--- src/rtl/sts_pkg.sv ---
// ----------------------------------------------------------------------------
// sts_pkg
// Shared types and constants for the sorted tag set.
// ----------------------------------------------------------------------------
package sts_pkg;

    localparam int CAPACITY = 64;
    localparam int IDX_W    = $clog2(CAPACITY);
    localparam int CNT_W    = $clog2(CAPACITY + 1);
    localparam int TAG_W    = 16;
    localparam int ACT_W    = 2;
    localparam int ECNT_W   = 7;

    localparam logic [ACT_W-1:0] ACT_INSERT = 2'd0;
    localparam logic [ACT_W-1:0] ACT_REMOVE = 2'd1;
    localparam logic [ACT_W-1:0] ACT_FIND   = 2'd2;

    typedef struct packed {
        logic [ACT_W-1:0] action;
        logic [TAG_W-1:0] tag;
    } sts_req_t;

    typedef struct packed {
        logic              hit;
        logic              overflow;
        logic [ECNT_W-1:0] entry_count;
    } sts_rsp_t;

    typedef enum logic [1:0] {
        ST_IDLE,
        ST_CMP,
        ST_UPD
    } sts_state_t;

    typedef struct packed {
        logic capture;
        logic compare;
        logic commit;
    } sts_cmd_t;

endpackage

--- src/rtl/sts_ctrl.sv ---
// ----------------------------------------------------------------------------
// sts_ctrl
// Sequencer: capture request, compare all cells, commit update and result.
// ----------------------------------------------------------------------------
module sts_ctrl (
    input  logic            clk,
    input  logic            rst_n,
    input  logic            start,
    output logic            busy,
    output logic            done,
    output sts_pkg::sts_cmd_t cmd
);
    import sts_pkg::*;

    sts_state_t state_reg;
    sts_state_t state_next;
    logic       done_reg;
    logic       done_next;

    always_comb
    begin
        state_next = state_reg;
        case (state_reg)
            ST_IDLE:
            begin
                if (start)
                begin
                    state_next = ST_CMP;
                end
            end
            ST_CMP:  state_next = ST_UPD;
            ST_UPD:  state_next = ST_IDLE;
            default: state_next = ST_IDLE;
        endcase
    end

    always_comb
    begin
        cmd       = '0;
        busy      = 1'b1;
        done_next = 1'b0;
        case (state_reg)
            ST_IDLE:
            begin
                busy        = 1'b0;
                cmd.capture = start;
            end
            ST_CMP:
            begin
                cmd.compare = 1'b1;
            end
            ST_UPD:
            begin
                cmd.commit = 1'b1;
                done_next  = 1'b1;
            end
            default:
            begin
                busy = 1'b1;
            end
        endcase
    end

    always_ff @(posedge clk or negedge rst_n)
    begin
        if (!rst_n)
        begin
            state_reg <= ST_IDLE;
            done_reg  <= 1'b0;
        end
        else
        begin
            state_reg <= state_next;
            done_reg  <= done_next;
        end
    end

    assign done = done_reg;

endmodule

--- src/rtl/sts_dpath.sv ---
// ----------------------------------------------------------------------------
// sts_dpath
// Row of tag cells with per-cell compare, shift insert/remove and count.
// ----------------------------------------------------------------------------
module sts_dpath (
    input  logic              clk,
    input  logic              rst_n,
    input  sts_pkg::sts_cmd_t cmd,
    input  sts_pkg::sts_req_t req,
    output sts_pkg::sts_rsp_t rsp
);
    import sts_pkg::*;

    sts_req_t             req_reg;
    logic [TAG_W-1:0]     cell_reg [CAPACITY];
    logic [TAG_W-1:0]     cell_next [CAPACITY];
    logic [CNT_W-1:0]     count_reg;
    logic [CNT_W-1:0]     count_next;
    logic [CAPACITY-1:0]  lt_reg;
    logic [CAPACITY-1:0]  lt_next;
    logic [CAPACITY-1:0]  eq_reg;
    logic [CAPACITY-1:0]  eq_next;
    logic [CAPACITY-1:0]  bound;
    sts_rsp_t             rsp_reg;
    sts_rsp_t             rsp_next;
    logic                 found;
    logic                 full;

    // lt marks the prefix of valid cells below the tag; bound is the first cell after it
    always_comb
    begin
        for (int i = 0; i < CAPACITY; i++)
        begin
            lt_next[i] = (CNT_W'(i) < count_reg) && (cell_reg[i] < req_reg.tag);
            eq_next[i] = (CNT_W'(i) < count_reg) && (cell_reg[i] == req_reg.tag);
        end
    end

    always_comb
    begin
        bound[0] = !lt_reg[0];
        for (int i = 1; i < CAPACITY; i++)
        begin
            bound[i] = !lt_reg[i] && lt_reg[i-1];
        end
    end

    assign found = |(bound & eq_reg);
    assign full  = (count_reg >= CNT_W'(CAPACITY));

    always_comb
    begin
        for (int i = 0; i < CAPACITY; i++)
        begin
            cell_next[i] = cell_reg[i];
        end
        count_next           = count_reg;
        rsp_next.hit         = 1'b0;
        rsp_next.overflow    = 1'b0;
        case (req_reg.action)
            ACT_INSERT:
            begin
                if (full)
                begin
                    rsp_next.overflow = 1'b1;
                end
                else
                begin
                    count_next = count_reg + 1'b1;
                    for (int i = 0; i < CAPACITY; i++)
                    begin
                        if (bound[i])
                        begin
                            cell_next[i] = req_reg.tag;
                        end
                        else if (!lt_reg[i] && i > 0)
                        begin
                            cell_next[i] = cell_reg[(i > 0) ? i - 1 : 0];
                        end
                    end
                end
            end
            ACT_REMOVE:
            begin
                if (found)
                begin
                    rsp_next.hit = 1'b1;
                    count_next   = count_reg - 1'b1;
                    for (int i = 0; i < CAPACITY - 1; i++)
                    begin
                        if (!lt_reg[i])
                        begin
                            cell_next[i] = cell_reg[i+1];
                        end
                    end
                end
            end
            ACT_FIND:
            begin
                rsp_next.hit = found;
            end
            default:
            begin
                rsp_next.hit = 1'b0;
            end
        endcase
        rsp_next.entry_count = ECNT_W'(count_next);
    end

    always_ff @(posedge clk)
    begin
        if (cmd.capture)
        begin
            req_reg <= req;
        end
        if (cmd.compare)
        begin
            lt_reg <= lt_next;
            eq_reg <= eq_next;
        end
        if (cmd.commit)
        begin
            for (int i = 0; i < CAPACITY; i++)
            begin
                cell_reg[i] <= cell_next[i];
            end
            rsp_reg <= rsp_next;
        end
    end

    always_ff @(posedge clk or negedge rst_n)
    begin
        if (!rst_n)
        begin
            count_reg <= '0;
        end
        else if (cmd.commit)
        begin
            count_reg <= count_next;
        end
    end

    assign rsp = rsp_reg;

endmodule

--- src/rtl/sorted_tag_set.sv ---
// ----------------------------------------------------------------------------
// sorted_tag_set
// Bounded ascending multiset of 16-bit tags: insert, remove one copy, find.
//
//   channel   signals             transfer
//   request   start, busy, req    start high while busy low
//   result    done, rsp           done high for one cycle, always taken
//
// Each request runs capture, then a parallel compare of all cells,
// then commit of the shifted row, the count and the result register.
// done rises the cycle after commit; a new request may start in that cycle.
// Reset clears the count and the sequencer; cell contents need no reset.
// The receiver cannot stall results.
// ----------------------------------------------------------------------------
module sorted_tag_set (
    input  logic              clk,
    input  logic              rst_n,
    input  logic              start,
    output logic              busy,
    input  sts_pkg::sts_req_t req,
    output logic              done,
    output sts_pkg::sts_rsp_t rsp
);
    import sts_pkg::*;

    sts_cmd_t cmd;

    sts_ctrl u_ctrl (
        .clk   (clk),
        .rst_n (rst_n),
        .start (start),
        .busy  (busy),
        .done  (done),
        .cmd   (cmd)
    );

    sts_dpath u_dpath (
        .clk   (clk),
        .rst_n (rst_n),
        .cmd   (cmd),
        .req   (req),
        .rsp   (rsp)
    );

    a_accept_busy: assert property (@(posedge clk) disable iff (!rst_n)
        start && !busy |=> busy)
        else $error("accepted transfer did not raise busy");

    a_done_single: assert property (@(posedge clk) disable iff (!rst_n)
        done |=> !done)
        else $error("result strobe held longer than one cycle");

    a_count_range: assert property (@(posedge clk) disable iff (!rst_n)
        done |-> rsp.entry_count <= ECNT_W'(CAPACITY))
        else $error("entry count above capacity");

    a_overflow_full: assert property (@(posedge clk) disable iff (!rst_n)
        done && rsp.overflow |-> rsp.entry_count == ECNT_W'(CAPACITY) && !rsp.hit)
        else $error("overflow reported while not full");

endmodule

--- config.mk ---
export PLATFORM = sky130hd
export DESIGN_NAME = sorted_tag_set
export DESIGN_NICKNAME = d
export VERILOG_FILES = /design/src/rtl/sts_pkg.sv /design/src/rtl/sts_ctrl.sv /design/src/rtl/sts_dpath.sv /design/src/rtl/sorted_tag_set.sv
export SDC_FILE = /design/constraint.sdc
export NUM_CORES = 2
export LEC_CHECK = 0
export ABC_AREA = 1
export BUFFER_PORTS_ARGS = -buffer_cell sky130_fd_sc_hd__buf_4
export CAP_MARGIN = 20
export CORE_MARGIN = 5
export CORE_UTILIZATION = 39
export DETAILED_ROUTE_END_ITERATION = 8
export SLEW_MARGIN = 0
export SYNTH_ARGS = -nofsm -noshare
export SYNTH_HDL_FRONTEND = slang
export SYNTH_SLANG_ARGS = --single-unit
--- constraint.sdc ---
create_clock -name clk -period 7.72 [get_ports clk]
set_input_delay 0 -clock clk [delete_from_list [all_inputs] [get_ports clk]]
set_output_delay 0 -clock clk [all_outputs]
set_load 0.03 [all_outputs]
==> reports/results.tsv <==
stage	metric	value	unit
placement	RePlAce Congestion	0.906	
sta	Max Slew Vio Count	0	
global_routing	largest net degree at the start of global routing	247	
status	outcome	finished clean	
sta	setup violators final	0	
sta	relative slew slack	14.4	%
synthesis	Synth area leader	edfxtp_1	
sta	Fin. Hold Viols	0	
critical_path	Setup crit start kind	register	
detailed_routing	DRT Wirelength	297	mm
detailed_routing	via count	73353	
floorplan	initial core utilization	39.3	%
critical_path	Setup crit start	u_dpath.req_reg[17]	
synthesis	Yosys top cell area share	43.4	%
cells_and_area	most frequent cells in the layout	nor2_1, nand2_1, edfxtp_1, ha_1, o31ai_1	
cells_and_area	most common cell after layout, fill and taps aside	nor2_1	
placement	dpl hpwl	199	mm
power_and_ir_drop	Worst VDD drop	0.304	mV
synthesis	syn_area_per_cell	8.79	µm²
cells_and_area	Layout Utilization	43.6	%
sta	worst-margin pin slew	1280	ps
critical_path	WP data required	8230	ps
floorplan	die width	467	µm
sta	Final period util	60.8	%
cts	maximum buffer depth of the clock tree	3	
synthesis	register area share after synthesis	43.7	%
power_and_ir_drop	Leakage	0.0356	µW
floorplan	# rows	167	
job	maxcap violations	0	
synthesis	Synth Net Count	10329	
cts	CTS root buf	clkbuf_16	
cells_and_area	area delta synth->final	11.0	%
detailed_routing	antenna-violating nets left	0	
detailed_routing	detailed router's first-iteration violation count	9018	
detailed_routing	Vias/cell	6.06	
placement	placed cell areas	85200	µm²
cts	H-tree levels	4	
cells_and_area	Fillers	19984	
cts	number of CTS-inserted buffers	142	
floorplan	DIE AREA	218000	µm²
global_routing	initial antenna violation count	5	
min_path	worst min path class	input port to asynchronous set/reset pin	
power_and_ir_drop	P per Cell Area	241	nW/µm²
sta	Setup Skew	31.2	ps
detailed_routing	DR pass1 iterations	6	
sta	RSZ-0062 raised after global routing	false	
synthesis	FF+latch count, synth	1189	
cells_and_area	finished layout cell area	90500	µm²
cts	worst-skew pair later-pin latency	810	ps
global_routing	GRT Total Usage	26.2	%
cts	TritonCTS clock tree	done	
critical_path	reg-to-reg startpoint	u_dpath.req_reg[17]	
critical_path	CP Capture Type	register	
cells_and_area	layout cell share with drive strength beyond 1	5.74	%
critical_path	critical path type	register to register	
synthesis	largest cells by area after synthesis	edfxtp_1, ha_1, nor2_1	
critical_path	critical-path maximum fanout	79	
cells_and_area	nets@finish	10264	
cts	Post-CTS Resized	0	
global_routing	number of global-route vias before repair	70744	
critical_path	worst path arrival time	5200	ps
detailed_routing	DRC violations left	0	
global_routing	first-pass GRT wire length	442	mm
detailed_routing	wire per inst	24.5	µm
synthesis	cell count after synthesis	9279	
floorplan	# IOs	32	
cts	clk slew on worst S/H paths	60	ps
placement	I/O Buffers	31	
synthesis	main flop type after synthesis	edfxtp_1	
sta	Fmax	0.213	GHz
floorplan	core area	207000	µm²
synthesis	async set or reset register ratio after synthesis	0.841	%
floorplan	Die H	467	µm
critical_path	cells on worst reg2reg path	8	
synthesis	synthesized area	81500	µm²
sta	setup TNS	0	ps
cells_and_area	max FFs per register	1024	
synthesis	post-synth cell types	47	
cts	clk sinks	1189	
sta	min cycle time layout	4690	ps
synthesis	Post-synth EDFFs	1179	
synthesis	Ys Warns	0	
global_routing	Remaining Overflow, GRT	0	
layout make-up:
type | instances | area [µm²] | share of cell area, %
well taps | 2788 | 3490 | 3.85
clock inverters | 84 | 872 | 0.964
repair buffers | 273 | 2460 | 2.72
diodes | 2 | 5.00 | 0.00553
clock buffers | 170 | 3710 | 4.10
flip-flops and latches | 1189 | 35700 | 39.4
multi-input cells | 7145 | 42500 | 47.0
inverters | 463 | 1780 | 1.96
cells by family after synthesis:
group | share of synthesized area (%)
AND/OR/NAND/NOR | 21.0
AO/OA/AOI/OAI | 14.9
flip-flops | 43.7
adder cells (fa/ha/maj) | 15.8
buffers and inverters | 4.56
XOR/XNOR | 0.0537
metrics by stage:
| stage | setup slack [ps] | hold slack [ps] | total power, µW | std cells |
|---|---|---|---|---|
| final | 3030 | 382 | 21800 | 12114 |
| after global routing | 2840 | 381 | 22800 | 12113 |
| after CTS | 3140 | 336 | 21700 | 12087 |
| after detailed placement | 3150 | -136 | 14900 | 11793 |
| after global placement | 3190 | -137 | 14600 | 11760 |
| after floorplan | 1350 | -296 | 12600 | 9279 |
power by group:
group	total, µW	internal, µW	switching, µW
logic	6560	1970	4590
clock network	6860	3940	2920
registers	8420	8000	422
total	21800	13900	7940
layer usage:
layer | global-route usage (%) | vias to the layer above | share of wire [%]
met4 | 10.7 | 4 | 4.4
li1 | - | 33136 | -
met1 | 36.2 | 35550 | 42
met5 | 0 | - | 0.0081
met2 | 40.8 | 3902 | 44
met3 | 4.43 | 761 | 9.4
worst paths after layout:
check | endpoint | slack, ps
worst max-delay path | u_dpath.cell_reg[40][11] | 3030
max in group asynchronous | u_ctrl.done | 6850
worst min-delay path | u_dpath.count_reg[3] | 380
min in group clk | u_ctrl.done | 450
worst max register to register | u_dpath.cell_reg[40][11] | 3030
worst min register to register | u_ctrl.done | 450
critical path, cell delays in order (launching register included):
cell	delay [ps]
edfxtp_1	360
inv_1	110
ha_4	660
inv_4	440
buf_4	550
nand2_4	410
buf_4	720
buf_4	770
o31ai_1	210
timing repair:
action / 4_1_cts / 5_1_grt
setup buffers: 0 / 0
hold endpoints to repair: 47 / 0
hold buffers: 40 / 0
setup endpoints to repair: 0 / 0
synth_stat cells (56+ instances only):
library cell,count
buf_2,102
nand3_1,270
ha_1,1029
o32ai_1,63
clkbuf_1,370
o21ai_0,184
edfxtp_1,1179
nor4_1,56
nor2_1,2205
inv_1,458
o31ai_1,932
nand4_1,129
nand2_1,1481
a21oi_1,511
nor3_1,97
Power figures use the tool's default switching activity.
